File: src/rtl/core/utc_pkg.sv
// utc_pkg: format codes, register indexes, constants and shared types of the
// unicode transcoder. No dependencies; the transcoder modules and the testbench import it.
`default_nettype none

package utc_pkg;

  localparam logic [3:0] FMT_ASCII   = 4'd0;
  localparam logic [3:0] FMT_LATIN1  = 4'd1;
  localparam logic [3:0] FMT_UTF8    = 4'd2;
  localparam logic [3:0] FMT_UTF16   = 4'd3;
  localparam logic [3:0] FMT_UTF16BE = 4'd4;
  localparam logic [3:0] FMT_UTF16LE = 4'd5;
  localparam logic [3:0] FMT_UTF32   = 4'd6;
  localparam logic [3:0] FMT_UTF32BE = 4'd7;
  localparam logic [3:0] FMT_UTF32LE = 4'd8;
  localparam logic [3:0] FMT_UCS2BE  = 4'd9;
  localparam logic [3:0] FMT_UCS2LE  = 4'd10;
  localparam logic [3:0] FMT_UCS4BE  = 4'd11;
  localparam logic [3:0] FMT_UCS4LE  = 4'd12;

  localparam logic [1:0] CFG_SRC_FORMAT    = 2'd0;
  localparam logic [1:0] CFG_DST_FORMAT    = 2'd1;
  localparam logic [1:0] CFG_NATIVE_LITTLE = 2'd2;

  localparam logic [31:0] REPL_CP   = 32'h0000_FFFD;
  localparam logic [31:0] MAX_CP    = 32'h0010_FFFF;
  localparam logic [31:0] MARK_CP   = 32'h0000_FEFF;
  localparam logic [31:0] UCS4_MAX  = 32'h7FFF_FFFF;
  localparam logic [31:0] SURR_LO   = 32'h0000_D800;
  localparam logic [31:0] SURR_HI   = 32'h0000_DFFF;
  localparam logic [31:0] HIGH_LAST = 32'h0000_DBFF;
  localparam logic [31:0] LOW_FIRST = 32'h0000_DC00;
  localparam logic [31:0] PLANE1    = 32'h0001_0000;
  localparam logic [7:0]  QMARK     = 8'h3F;

  typedef struct packed {
    logic [3:0] src_format;
    logic [3:0] dst_format;
    logic       native_little;
  } cfg_t;

  // what one source byte produces, in output order: mark, cp0, cp1, truncation
  typedef struct packed {
    logic        mark;
    logic        v0;
    logic [31:0] cp0;
    logic        v1;
    logic [31:0] cp1;
    logic        trunc;
  } evt_t;

  function automatic logic is_surr(input logic [31:0] c);
    return (c >= SURR_LO) && (c <= SURR_HI);
  endfunction

endpackage

`default_nettype wire

File: src/rtl/core/utc_in_if.sv
// utc_in_if: source byte channel of the unicode transcoder.
// Valid/ready handshake with in_byte and in_last; no dependencies.
`default_nettype none

interface utc_in_if;
  logic       valid;
  logic       ready;
  logic [7:0] in_byte;
  logic       in_last;

  modport source (output valid, output in_byte, output in_last, input ready);
  modport sink   (input valid, input in_byte, input in_last, output ready);
endinterface

`default_nettype wire

File: src/rtl/core/utc_out_if.sv
// utc_out_if: destination byte channel of the unicode transcoder.
// Valid/ready handshake with out_byte, char_end and status; no dependencies.
`default_nettype none

interface utc_out_if;
  logic       valid;
  logic       ready;
  logic [7:0] out_byte;
  logic       char_end;
  logic       status;

  modport source (output valid, output out_byte, output char_end, output status, input ready);
  modport sink   (input valid, input out_byte, input char_end, input status, output ready);
endinterface

`default_nettype wire

File: src/rtl/core/unicode_transcoder.sv
// unicode_transcoder: top level, configuration registers and the decoder and
// serializer pipeline. Depends on utc_pkg, utc_in_if, utc_out_if, utc_decoder,
// utc_serializer.
//
// Source bytes are accepted one per cycle into the decoder while its event
// register is free or being taken, and the decoder registers the code points
// that each byte completes. The serializer then sends the destination bytes
// one per cycle while the output is ready: 1 to 4 per character, plus up to 4
// for the byte order mark and 1 for a truncation transaction. A configuration
// write restarts the text; the user must make it only while the block is idle,
// the block itself does not enforce it.
`default_nettype none

module unicode_transcoder import utc_pkg::*; (
  input  wire        clk,
  input  wire        rst_n,
  input  wire        cfg_we,
  input  wire  [1:0] cfg_index,
  input  wire  [3:0] cfg_data,
  utc_in_if.sink     in_ch,
  utc_out_if.source  out_ch
);

  cfg_t cfg_r;
  logic stream_clear;
  logic evt_valid;
  evt_t evt;
  logic evt_ready;

  assign stream_clear = cfg_we && (cfg_index == CFG_SRC_FORMAT ||
                                   cfg_index == CFG_DST_FORMAT ||
                                   cfg_index == CFG_NATIVE_LITTLE);

  always_ff @(posedge clk) begin
    if (!rst_n) begin
      cfg_r.src_format    <= FMT_UTF8;
      cfg_r.dst_format    <= FMT_UTF8;
      cfg_r.native_little <= 1'b1;
    end else if (cfg_we) begin
      unique case (cfg_index)
        CFG_SRC_FORMAT:    cfg_r.src_format    <= cfg_data;
        CFG_DST_FORMAT:    cfg_r.dst_format    <= cfg_data;
        CFG_NATIVE_LITTLE: cfg_r.native_little <= cfg_data[0];
        default: begin
        end
      endcase
    end
  end

  utc_decoder u_decoder (
    .clk          (clk),
    .rst_n        (rst_n),
    .cfg          (cfg_r),
    .stream_clear (stream_clear),
    .in_ch        (in_ch),
    .evt_valid    (evt_valid),
    .evt          (evt),
    .evt_ready    (evt_ready)
  );

  utc_serializer u_serializer (
    .clk       (clk),
    .rst_n     (rst_n),
    .cfg       (cfg_r),
    .evt_valid (evt_valid),
    .evt       (evt),
    .evt_ready (evt_ready),
    .out_ch    (out_ch)
  );

endmodule

`default_nettype wire

File: src/rtl/core/utc_decoder.sv
// utc_decoder: collects source bytes into characters and decodes them to code
// points, one byte per cycle while the event register is free, into an event register. Depends on utc_pkg, utc_in_if.
`default_nettype none

module utc_decoder import utc_pkg::*; (
  input  wire         clk,
  input  wire         rst_n,
  input  cfg_t        cfg,
  input  wire         stream_clear,
  utc_in_if.sink      in_ch,
  output logic        evt_valid,
  output evt_t        evt,
  input  wire         evt_ready
);

  logic [31:0] code_accum_r, code_accum_nxt;
  logic [1:0]  cont_left_r, cont_left_nxt;
  logic [1:0]  unit_count_r, unit_count_nxt;
  logic        overlong_r, overlong_nxt;
  logic [9:0]  high_surr_r, high_surr_nxt;
  logic        have_high_r, have_high_nxt;
  logic        src_le_r, src_le_nxt;
  logic        started_r, started_nxt;
  logic        evt_valid_r;
  evt_t        evt_r, evt_nxt;
  logic        accept;
  logic        dst_generic;

  function automatic evt_t push_cp(input evt_t e, input logic [31:0] cp);
    evt_t r;
    r = e;
    if (!r.v0) begin
      r.v0  = 1'b1;
      r.cp0 = cp;
    end else begin
      r.v1  = 1'b1;
      r.cp1 = cp;
    end
    return r;
  endfunction

  assign in_ch.ready = !evt_valid_r || evt_ready;
  assign accept      = in_ch.valid && in_ch.ready;
  assign dst_generic = (cfg.dst_format == FMT_UTF16) || (cfg.dst_format == FMT_UTF32);
  assign evt_valid   = evt_valid_r;
  assign evt         = evt_r;

  always_comb begin
    logic [7:0]  b;
    logic        handled;
    logic        size4;
    logic [2:0]  cnt;
    logic [31:0] cp;
    logic [31:0] raw;
    logic [31:0] v;
    logic        le;
    b              = in_ch.in_byte;
    handled        = 1'b0;
    size4          = 1'b0;
    cnt            = 3'd0;
    cp             = 32'd0;
    raw            = 32'd0;
    v              = 32'd0;
    le             = 1'b0;
    code_accum_nxt = code_accum_r;
    cont_left_nxt  = cont_left_r;
    unit_count_nxt = unit_count_r;
    overlong_nxt   = overlong_r;
    high_surr_nxt  = high_surr_r;
    have_high_nxt  = have_high_r;
    src_le_nxt     = src_le_r;
    started_nxt    = started_r;
    evt_nxt        = '0;
    unique case (cfg.src_format)
      FMT_ASCII, FMT_LATIN1: begin
        if (!started_nxt) evt_nxt.mark = dst_generic;
        started_nxt = 1'b1;
        evt_nxt = push_cp(evt_nxt, {24'd0, (cfg.src_format == FMT_ASCII) ? {1'b0, b[6:0]} : b});
      end
      FMT_UTF8: begin
        if (!started_nxt) evt_nxt.mark = dst_generic;
        started_nxt = 1'b1;
        if (cont_left_nxt != 2'd0) begin
          if (b[7:6] == 2'b10) begin
            handled = 1'b1;
            code_accum_nxt = {code_accum_nxt[25:0], b[5:0]};
            if (unit_count_nxt == 2'd0 &&
                ((cont_left_nxt == 2'd2 && code_accum_nxt < 32'h20) ||
                 (cont_left_nxt == 2'd3 && code_accum_nxt < 32'h10)))
              overlong_nxt = 1'b1;
            unit_count_nxt = unit_count_nxt + 2'd1;
            cont_left_nxt  = cont_left_nxt - 2'd1;
            if (cont_left_nxt == 2'd0) begin
              cp = code_accum_nxt;
              if (overlong_nxt || is_surr(cp) || cp == 32'hFFFE || cp == 32'hFFFF ||
                  cp > MAX_CP)
                cp = REPL_CP;
              code_accum_nxt = 32'd0;
              unit_count_nxt = 2'd0;
              overlong_nxt   = 1'b0;
              evt_nxt = push_cp(evt_nxt, cp);
            end
          end else begin
            // broken sequence: replace it, this byte starts a new character
            evt_nxt = push_cp(evt_nxt, REPL_CP);
            code_accum_nxt = 32'd0;
            cont_left_nxt  = 2'd0;
            unit_count_nxt = 2'd0;
            overlong_nxt   = 1'b0;
          end
        end
        if (!handled) begin
          if (b >= 8'hF8) begin
            evt_nxt = push_cp(evt_nxt, REPL_CP);
          end else if (b >= 8'hF0) begin
            code_accum_nxt = {29'd0, b[2:0]};
            cont_left_nxt  = 2'd3;
          end else if (b >= 8'hE0) begin
            code_accum_nxt = {28'd0, b[3:0]};
            cont_left_nxt  = 2'd2;
          end else if (b >= 8'hC0) begin
            code_accum_nxt = {27'd0, b[4:0]};
            cont_left_nxt  = 2'd1;
            overlong_nxt   = (b < 8'hC2);
          end else if (b >= 8'h80) begin
            evt_nxt = push_cp(evt_nxt, REPL_CP);
          end else begin
            evt_nxt = push_cp(evt_nxt, {24'd0, b});
          end
        end
      end
      FMT_UTF16, FMT_UTF16BE, FMT_UTF16LE, FMT_UCS2BE, FMT_UCS2LE,
      FMT_UTF32, FMT_UTF32BE, FMT_UTF32LE, FMT_UCS4BE, FMT_UCS4LE: begin
        size4 = (cfg.src_format == FMT_UTF32) || (cfg.src_format == FMT_UTF32BE) ||
                (cfg.src_format == FMT_UTF32LE) || (cfg.src_format == FMT_UCS4BE) ||
                (cfg.src_format == FMT_UCS4LE);
        cnt = {1'b0, unit_count_nxt} + 3'd1;
        code_accum_nxt = {code_accum_nxt[23:0], b};
        if (cnt < (size4 ? 3'd4 : 3'd2)) begin
          unit_count_nxt = cnt[1:0];
        end else begin
          raw = size4 ? code_accum_nxt : {16'd0, code_accum_nxt[15:0]};
          code_accum_nxt = 32'd0;
          unit_count_nxt = 2'd0;
          if (!started_nxt) begin
            if (cfg.src_format == FMT_UTF16)
              src_le_nxt = (raw == 32'h0000_FFFE) ? 1'b1 :
                           (raw == 32'h0000_FEFF) ? 1'b0 : cfg.native_little;
            else if (cfg.src_format == FMT_UTF32)
              src_le_nxt = (raw == 32'hFFFE_0000) ? 1'b1 :
                           (raw == 32'h0000_FEFF) ? 1'b0 : cfg.native_little;
            evt_nxt.mark = dst_generic;
          end
          started_nxt = 1'b1;
          if (cfg.src_format == FMT_UTF16 || cfg.src_format == FMT_UTF32)
            le = src_le_nxt;
          else
            le = (cfg.src_format == FMT_UTF16LE) || (cfg.src_format == FMT_UTF32LE) ||
                 (cfg.src_format == FMT_UCS2LE) || (cfg.src_format == FMT_UCS4LE);
          if (!le)
            v = raw;
          else if (size4)
            v = {raw[7:0], raw[15:8], raw[23:16], raw[31:24]};
          else
            v = {16'd0, raw[7:0], raw[15:8]};
          if (cfg.src_format <= FMT_UTF16LE) begin
            if (have_high_nxt) begin
              have_high_nxt = 1'b0;
              if (v >= LOW_FIRST && v <= SURR_HI)
                evt_nxt = push_cp(evt_nxt, {11'd0, high_surr_nxt, v[9:0]} + PLANE1);
              else
                evt_nxt = push_cp(evt_nxt, REPL_CP);
              high_surr_nxt = 10'd0;
            end else if (!is_surr(v)) begin
              evt_nxt = push_cp(evt_nxt, v);
            end else if (v > HIGH_LAST) begin
              evt_nxt = push_cp(evt_nxt, REPL_CP);
            end else begin
              have_high_nxt = 1'b1;
              high_surr_nxt = v[9:0];
            end
          end else if (cfg.src_format <= FMT_UTF32LE) begin
            evt_nxt = push_cp(evt_nxt, (is_surr(v) || v > MAX_CP) ? REPL_CP : v);
          end else begin
            evt_nxt = push_cp(evt_nxt, v);
          end
        end
      end
      default: begin
      end
    endcase
    if (in_ch.in_last) begin
      if (cont_left_nxt != 2'd0 || unit_count_nxt != 2'd0 || have_high_nxt) begin
        if (!started_nxt) evt_nxt.mark = dst_generic;
        evt_nxt.trunc = 1'b1;
      end
      code_accum_nxt = 32'd0;
      cont_left_nxt  = 2'd0;
      unit_count_nxt = 2'd0;
      overlong_nxt   = 1'b0;
      high_surr_nxt  = 10'd0;
      have_high_nxt  = 1'b0;
      src_le_nxt     = 1'b0;
      started_nxt    = 1'b0;
    end
  end

  always_ff @(posedge clk) begin
    if (!rst_n || stream_clear) begin
      code_accum_r <= '0;
      cont_left_r  <= '0;
      unit_count_r <= '0;
      overlong_r   <= 1'b0;
      high_surr_r  <= '0;
      have_high_r  <= 1'b0;
      src_le_r     <= 1'b0;
      started_r    <= 1'b0;
      evt_valid_r  <= 1'b0;
    end else begin
      if (evt_ready) evt_valid_r <= 1'b0;
      if (accept) begin
        code_accum_r <= code_accum_nxt;
        cont_left_r  <= cont_left_nxt;
        unit_count_r <= unit_count_nxt;
        overlong_r   <= overlong_nxt;
        high_surr_r  <= high_surr_nxt;
        have_high_r  <= have_high_nxt;
        src_le_r     <= src_le_nxt;
        started_r    <= started_nxt;
        if (evt_nxt.mark || evt_nxt.v0 || evt_nxt.v1 || evt_nxt.trunc) begin
          evt_valid_r <= 1'b1;
        end
      end
    end
  end

  always_ff @(posedge clk) begin
    if (accept) evt_r <= evt_nxt;
  end

`ifndef ASSERT_OFF
  a_evt_hold: assert property (@(posedge clk) disable iff (!rst_n)
    (evt_valid_r && !evt_ready && !stream_clear) |=> (evt_valid_r && $stable(evt_r)))
    else $error("event register changed while stalled");
  a_evt_nonempty: assert property (@(posedge clk) disable iff (!rst_n)
    evt_valid_r |-> (evt_r.mark || evt_r.v0 || evt_r.v1 || evt_r.trunc))
    else $error("empty event record queued");
  a_last_clears: assert property (@(posedge clk) disable iff (!rst_n)
    (accept && in_ch.in_last && !stream_clear) |=>
      (!started_r && cont_left_r == 2'd0 && unit_count_r == 2'd0 && !have_high_r))
    else $error("stream state survived end of text");
`endif

endmodule

`default_nettype wire

File: src/rtl/core/utc_serializer.sv
// utc_serializer: encodes each code point of an event record in the destination
// format and sends the bytes one per cycle while the sink is ready, through an output register.
// Depends on utc_pkg, utc_out_if.
`default_nettype none

module utc_serializer import utc_pkg::*; (
  input  wire         clk,
  input  wire         rst_n,
  input  cfg_t        cfg,
  input  wire         evt_valid,
  input  evt_t        evt,
  output logic        evt_ready,
  utc_out_if.source   out_ch
);

  typedef struct packed {
    logic [3:0][7:0] bytes;   // bytes[0] goes out first
    logic [2:0]      nbytes;
  } enc_t;

  logic [3:0]  pend_r, pend_nxt;   // bit 0 mark, 1 cp0, 2 cp1, 3 truncation
  logic [31:0] cp0_r, cp1_r;
  logic [1:0]  idx_r, idx_nxt;
  logic        out_valid_r;
  logic [7:0]  out_byte_r;
  logic        char_end_r;
  logic        status_r;
  logic [3:0]  sel;
  logic [31:0] sym_cp;
  logic        sym_trunc;
  enc_t        enc;
  logic [2:0]  sym_len;
  logic        last_byte;
  logic        out_load;
  logic        emit;

  function automatic logic [1:0][7:0] ord16(input logic [15:0] w, input logic le);
    return le ? {w[15:8], w[7:0]} : {w[7:0], w[15:8]};
  endfunction

  function automatic logic [3:0][7:0] ord32(input logic [31:0] w, input logic le);
    return le ? {w[31:24], w[23:16], w[15:8], w[7:0]} : {w[7:0], w[15:8], w[23:16], w[31:24]};
  endfunction

  function automatic enc_t encode_cp(input logic [31:0] cp_in, input logic [3:0] dst,
                                     input logic native);
    enc_t        e;
    logic [31:0] cp;
    logic        le;
    logic [31:0] v;
    e  = '0;
    cp = cp_in;
    le = 1'b0;
    v  = 32'd0;
    unique case (dst)
      FMT_ASCII: begin
        e.nbytes   = 3'd1;
        e.bytes[0] = (cp > 32'h7F) ? QMARK : cp[7:0];
      end
      FMT_LATIN1: begin
        e.nbytes   = 3'd1;
        e.bytes[0] = (cp > 32'hFF) ? QMARK : cp[7:0];
      end
      FMT_UTF8: begin
        if (cp > MAX_CP || is_surr(cp)) cp = REPL_CP;
        if (cp <= 32'h7F) begin
          e.nbytes   = 3'd1;
          e.bytes[0] = cp[7:0];
        end else if (cp <= 32'h7FF) begin
          e.nbytes   = 3'd2;
          e.bytes[0] = {3'b110, cp[10:6]};
          e.bytes[1] = {2'b10, cp[5:0]};
        end else if (cp <= 32'hFFFF) begin
          e.nbytes   = 3'd3;
          e.bytes[0] = {4'b1110, cp[15:12]};
          e.bytes[1] = {2'b10, cp[11:6]};
          e.bytes[2] = {2'b10, cp[5:0]};
        end else begin
          e.nbytes   = 3'd4;
          e.bytes[0] = {5'b11110, cp[20:18]};
          e.bytes[1] = {2'b10, cp[17:12]};
          e.bytes[2] = {2'b10, cp[11:6]};
          e.bytes[3] = {2'b10, cp[5:0]};
        end
      end
      FMT_UTF16, FMT_UTF16BE, FMT_UTF16LE: begin
        le = (dst == FMT_UTF16LE) || (dst == FMT_UTF16 && native);
        if (cp > MAX_CP || is_surr(cp)) cp = REPL_CP;
        if (cp < PLANE1) begin
          e.nbytes       = 3'd2;
          e.bytes[1:0]   = ord16(cp[15:0], le);
        end else begin
          v              = cp - PLANE1;
          e.nbytes       = 3'd4;
          e.bytes[1:0]   = ord16({6'b110110, v[19:10]}, le);
          e.bytes[3:2]   = ord16({6'b110111, v[9:0]}, le);
        end
      end
      FMT_UTF32, FMT_UTF32BE, FMT_UTF32LE: begin
        le = (dst == FMT_UTF32LE) || (dst == FMT_UTF32 && native);
        if (cp > MAX_CP || is_surr(cp)) cp = REPL_CP;
        e.nbytes = 3'd4;
        e.bytes  = ord32(cp, le);
      end
      FMT_UCS2BE, FMT_UCS2LE: begin
        if (cp > 32'hFFFF) cp = REPL_CP;
        e.nbytes     = 3'd2;
        e.bytes[1:0] = ord16(cp[15:0], dst == FMT_UCS2LE);
      end
      FMT_UCS4BE, FMT_UCS4LE: begin
        if (cp > UCS4_MAX) cp = REPL_CP;
        e.nbytes = 3'd4;
        e.bytes  = ord32(cp, dst == FMT_UCS4LE);
      end
      default: begin
      end
    endcase
    return e;
  endfunction

  // lowest pending symbol goes first
  assign sel      = pend_r & (~pend_r + 4'd1);
  assign out_load = !out_valid_r || out_ch.ready;

  always_comb begin
    sym_trunc = 1'b0;
    priority if (sel[0]) sym_cp = MARK_CP;
    else if (sel[1])     sym_cp = cp0_r;
    else if (sel[2])     sym_cp = cp1_r;
    else begin
      sym_cp    = 32'd0;
      sym_trunc = sel[3];
    end
  end

  assign enc       = encode_cp(sym_cp, cfg.dst_format, cfg.native_little);
  assign sym_len   = sym_trunc ? 3'd1 : enc.nbytes;
  assign last_byte = ({1'b0, idx_r} == sym_len - 3'd1);

  always_comb begin
    pend_nxt = pend_r;
    idx_nxt  = idx_r;
    emit     = 1'b0;
    if (pend_r != 4'd0) begin
      if (sym_len == 3'd0) begin
        // destination writes nothing for this symbol
        pend_nxt = pend_r & ~sel;
      end else if (out_load) begin
        emit = 1'b1;
        if (last_byte) begin
          pend_nxt = pend_r & ~sel;
          idx_nxt  = 2'd0;
        end else begin
          idx_nxt = idx_r + 2'd1;
        end
      end
    end
  end

  assign evt_ready = (pend_nxt == 4'd0);

  always_ff @(posedge clk) begin
    if (!rst_n) begin
      pend_r      <= '0;
      idx_r       <= '0;
      out_valid_r <= 1'b0;
    end else begin
      idx_r  <= idx_nxt;
      pend_r <= pend_nxt;
      if (evt_valid && evt_ready) pend_r <= {evt.trunc, evt.v1, evt.v0, evt.mark};
      if (emit) out_valid_r <= 1'b1;
      else if (out_ch.ready) out_valid_r <= 1'b0;
    end
  end

  always_ff @(posedge clk) begin
    if (evt_valid && evt_ready) begin
      cp0_r <= evt.cp0;
      cp1_r <= evt.cp1;
    end
    if (emit) begin
      out_byte_r <= sym_trunc ? 8'd0 : enc.bytes[idx_r];
      char_end_r <= !sym_trunc && last_byte;
      status_r   <= sym_trunc;
    end
  end

  assign out_ch.valid    = out_valid_r;
  assign out_ch.out_byte = out_byte_r;
  assign out_ch.char_end = char_end_r;
  assign out_ch.status   = status_r;

`ifndef ASSERT_OFF
  a_idx_needs_work: assert property (@(posedge clk) disable iff (!rst_n)
    (idx_r != 2'd0) |-> (pend_r != 4'd0))
    else $error("byte index set with nothing pending");
  a_trunc_shape: assert property (@(posedge clk) disable iff (!rst_n)
    (out_valid_r && status_r) |-> (!char_end_r && out_byte_r == 8'd0))
    else $error("malformed truncation transaction");
  a_trunc_alone: assert property (@(posedge clk) disable iff (!rst_n)
    (emit && sym_trunc) |-> (pend_nxt == 4'd0))
    else $error("truncation sent before the end of its record");
`endif

endmodule

`default_nettype wire

File: src/flat_wrapper.sv
// flat-port wrapper written by rule: the top's interface ports become plain ports
module unicode_transcoder_flat import utc_pkg::*;
  (clk, rst_n, cfg_we, cfg_index, cfg_data, in_ch_valid, in_ch_in_byte, in_ch_in_last, in_ch_ready, out_ch_valid, out_ch_out_byte, out_ch_char_end, out_ch_status, out_ch_ready);
  utc_in_if in_ch_i ();
  utc_out_if out_ch_i ();
  input  wire clk;
  input  wire rst_n;
  input  wire cfg_we;
  input  wire  [1:0] cfg_index;
  input  wire  [3:0] cfg_data;
  input wire logic [$bits(in_ch_i.valid)-1:0] in_ch_valid;
  input wire logic [$bits(in_ch_i.in_byte)-1:0] in_ch_in_byte;
  input wire logic [$bits(in_ch_i.in_last)-1:0] in_ch_in_last;
  output wire logic [$bits(in_ch_i.ready)-1:0] in_ch_ready;
  output wire logic [$bits(out_ch_i.valid)-1:0] out_ch_valid;
  output wire logic [$bits(out_ch_i.out_byte)-1:0] out_ch_out_byte;
  output wire logic [$bits(out_ch_i.char_end)-1:0] out_ch_char_end;
  output wire logic [$bits(out_ch_i.status)-1:0] out_ch_status;
  input wire logic [$bits(out_ch_i.ready)-1:0] out_ch_ready;
  assign in_ch_i.valid = in_ch_valid;
  assign in_ch_i.in_byte = in_ch_in_byte;
  assign in_ch_i.in_last = in_ch_in_last;
  assign in_ch_ready = in_ch_i.ready;
  assign out_ch_valid = out_ch_i.valid;
  assign out_ch_out_byte = out_ch_i.out_byte;
  assign out_ch_char_end = out_ch_i.char_end;
  assign out_ch_status = out_ch_i.status;
  assign out_ch_i.ready = out_ch_ready;
  unicode_transcoder u_core (.clk(clk), .rst_n(rst_n), .cfg_we(cfg_we), .cfg_index(cfg_index), .cfg_data(cfg_data), .in_ch(in_ch_i), .out_ch(out_ch_i));
endmodule
File: config.mk
export PLATFORM = sky130hd
export DESIGN_NAME = unicode_transcoder_flat
export DESIGN_NICKNAME = d
export VERILOG_FILES = /design/src/rtl/core/utc_pkg.sv /design/src/rtl/core/utc_in_if.sv /design/src/rtl/core/utc_out_if.sv /design/src/rtl/core/unicode_transcoder.sv /design/src/rtl/core/utc_decoder.sv /design/src/rtl/core/utc_serializer.sv /design/src/flat_wrapper.sv
export SDC_FILE = /design/constraint.sdc
export NUM_CORES = 1
export LEC_CHECK = 0
export BUFFER_PORTS_ARGS = -buffer_cell sky130_fd_sc_hd__buf_2
export CELL_PAD_IN_SITES_DETAIL_PLACEMENT = 0
export CELL_PAD_IN_SITES_GLOBAL_PLACEMENT = 2
export CORE_MARGIN = 3
export CORE_UTILIZATION = 30
export DETAILED_ROUTE_END_ITERATION = 10
export PLACE_DENSITY = 0.72
export SLEW_MARGIN = 20
export SYNTH_ARGS = -nofsm -noshare
export SYNTH_HDL_FRONTEND = slang
export SYNTH_SLANG_ARGS = --single-unit
File: constraint.sdc
create_clock -name clk -period 16.3 [get_ports clk]
set_clock_uncertainty 0.15 [all_clocks]
set_input_delay 3.26 -clock clk [delete_from_list [all_inputs] [get_ports clk]]
set_output_delay 3.26 -clock clk [all_outputs]
set_load 0.02 [all_outputs]
==> impl_metrics.toml <==
[routing]
drt-total-wl_um = 49200
vias_per_cell = 6.13
first_pass_iters = 9
postRouteAntennaNets = 0
via_count = 11770
drc_errors = 0
dr.first_iter.drc_count = 1412
drt-wirelength-per-cell_um = 25.7

[floorplan]
boundaryPins = 32
rows = 70
core-area_mm2 = 0.0370
dieArea_mm2 = 0.0404
initial_utilization_pct = 30.8
die_h_um = 201
die_w_um = 201

[worst_setup_path]
cp-end-kind = "output pin"
required_ps = 12890
crit_path_max_fanout = 32
critPathLaunchType = "flip-flop"
critPathArrivalTime_ps = 6160
critical_path_class = "reg2out"
worstRegToRegCells = 22

[timing]
period_share_pct = 58.7
worst_slew_pin_slew_ps = 1130
hold_viol = 0
slew_headroom_pct = 23.8
fmax_mhz = 105
period_minus_slack_ps = 9570
fin_ws_ps = 6730
rsz0062_at_grt = "false"
setup_viol = 0
drv_slew = 0
tns_ps = 0
whs_ps = 261

[power_and_ir_drop]
powerDensity_mw_per_mm2 = 97.1
leakagePower_nw = 4.17
total_power_mw = 1.23
vdd_ir_drop_max_uv = 76.8

[grt]
overflow = 0
grt_usage_pct = 23.8
grt_pass1_vias = 11056
grt_max_degree = 57
grt_pass1_wl_um = 73900
antenna_found_initial = 0

[logic_synthesis]
async_flop_share_pct = 0
avgSynthCellArea_um2 = 7.94
synth_edf_count = 96
synthTopCellsByArea = "edfxtp_1 (25%), dfxtp_1 (11%), nand2_1 (6.4%)"
ys.flop_type = "edfxtp_1"
synthCells = 1436
syn_area_mm2 = 0.0114
synth_top_area_cell = "edfxtp_1"
synth_cell_types = 92
synth_nets = 1467
synth_top_area_share_pct = 25.3
seq_area_frac_synth_pct = 36.0
ys_ff_latch = 157
synth_common_cells = "nand2_1 (193), nor2_1 (139), a21oi_1 (132)"
synth.most_common_cell = "nand2_1"
synth_warnings = 0

[final_layout]
instances_no_fill = 1919
antennaDiodeCount = 0
post-route-cell-area_mm2 = 0.0126
syn_to_final_growth_pct = 10.8
drive_above_1_share_pct = 9.96
nNetsFinal = 1433
final_util_pct = 34.1

[clocking]
clock_sinks = 157
cts_tree = "done"
cts-buffers-inserted = 17
insertion_delay_ps = 450
cts_max_path_buffers = 2
ctsHoldBuffers = 0
htree_levels = 4
cts_root_buf = "clkbuf_16"
cts_resized = 0
clk_pin_slew_ps = 80
cts_setup_buffers = 0

[min_path]
hold_depth = 0
hp-class = "reg2reg"

[place]
post-place-ws_ps = 7330
postPlaceCellArea_mm2 = 0.0120
place_inst = 1887
dp_hpwl_um = 35900
portBuffers = 31
gp_congestion = 0.962

[run]
max-cap-violations = 0

[status]
status = "complete, no violations"
==> cell families after synthesis <==
group	after synthesis	synth area share [%]
adder cells (fa/ha/maj)	12	1.29
AND/OR/NAND/NOR	543	22.9
multiplexers	36	3.17
AO/OA/AOI/OAI	538	31.2
flip-flops	157	36.0
XOR/XNOR	8	0.614
buffers and inverters	142	4.86
==> worst max-delay path: stages (launching register included) <==
cell and delay [ps]:
edfxtp_1 470, or4_1 640, a2111o_1 350, a21boi_2 160, buf_4 260, nand3_1 220, ha_1 290, o21ai_2 170
nor4_2 700, nor2_1 170, o21ai_1 250, a21boi_0 120, o2111ai_1 200, ha_1 270, xor2_1 140, nand2_1 170
o31a_1 290, a31o_2 220, o22ai_2 240, and2_1 210, buf_2 170
==> cell type report <==
cell class | count | area, um2
clock inverter | 12 | 161
tap | 504 | 631
fill | 3892 | 24400
clock buffer | 20 | 447
inverter | 23 | 86.3
multi-input combinational | 1137 | 6790
sequential | 157 | 4100
timing repair buffer | 66 | 418
==> registers in the layout, indices dropped and copies added, names as in the netlist, 2 cells and up <==
signal,count
u_core.u_decoder.unit_count_r,2
u_core.u_serializer.cp0_r,32
u_core.u_decoder.evt,45
u_core.u_serializer.out_ch.out_byte,8
u_core.u_serializer.pend_r,4
u_core.cfg_r,9
u_core.u_decoder.cont_left_r,2
u_core.u_serializer.idx_r,2
u_core.u_decoder.code_accum_r,26
u_core.u_serializer.cp1_r,9
u_core.u_decoder.high_surr_r,10
==> metal layers <==
layer | vias up | routed length [um] | global-route usage [%]
li1 | 5376 | - | -
met1 | 5696 | 21700 | 32.6
met5 | - | 0 | 0
met4 | 0 | 2310 | 10.6
met2 | 567 | 22300 | 37.8
met3 | 131 | 2900 | 2.98
==> path summary, 6_finish.rpt <==
path / from / endpoint / slack, ps
hold reg to reg: u_core.u_decoder.evt[45] / u_core.u_serializer.cp0_r[11] / 260
setup / recovery: u_core.u_serializer.cp0_r[18] / in_ch_ready / 6730
hold / removal: u_core.u_decoder.evt[45] / u_core.u_serializer.cp0_r[11] / 260
setup reg to reg: u_core.u_serializer.cp0_r[18] / u_core.u_decoder.code_accum_r[3] / 9150
==> where the power goes <==
part | internal [mW] | switching [mW] | total [mW] | leakage, nW
sequential | 0.451 | 0.0177 | 0.469 | 1.42
combinational | 0.0957 | 0.230 | 0.326 | 2.46
clock | 0.247 | 0.185 | 0.432 | 0.289
total | 0.794 | 0.433 | 1.23 | 4.17
==> cells in the final DEF (no fill, tap or decap), types with 20 or more instances in the layout <==
cell type | Yosys | routed
nand2_1 | 193 | 193
nor2_1 | 139 | 139
a21oi_1 | 132 | 130
o21ai_0 | 105 | 104
edfxtp_1 | 96 | 96
dfxtp_1 | 61 | 61
nand3_1 | 41 | 41
a31oi_1 | 35 | 35
mux2i_1 | 35 | 35
buf_4 | 3 | 35
buf_2 | 8 | 31
a22oi_1 | 26 | 26
o21ai_1 | 24 | 25
nor3_1 | 26 | 24
inv_1 | 21 | 21
o22ai_1 | 21 | 21
nor2b_1 | 21 | 20
o211ai_1 | 20 | 20
(Power assumes the default switching activity.)
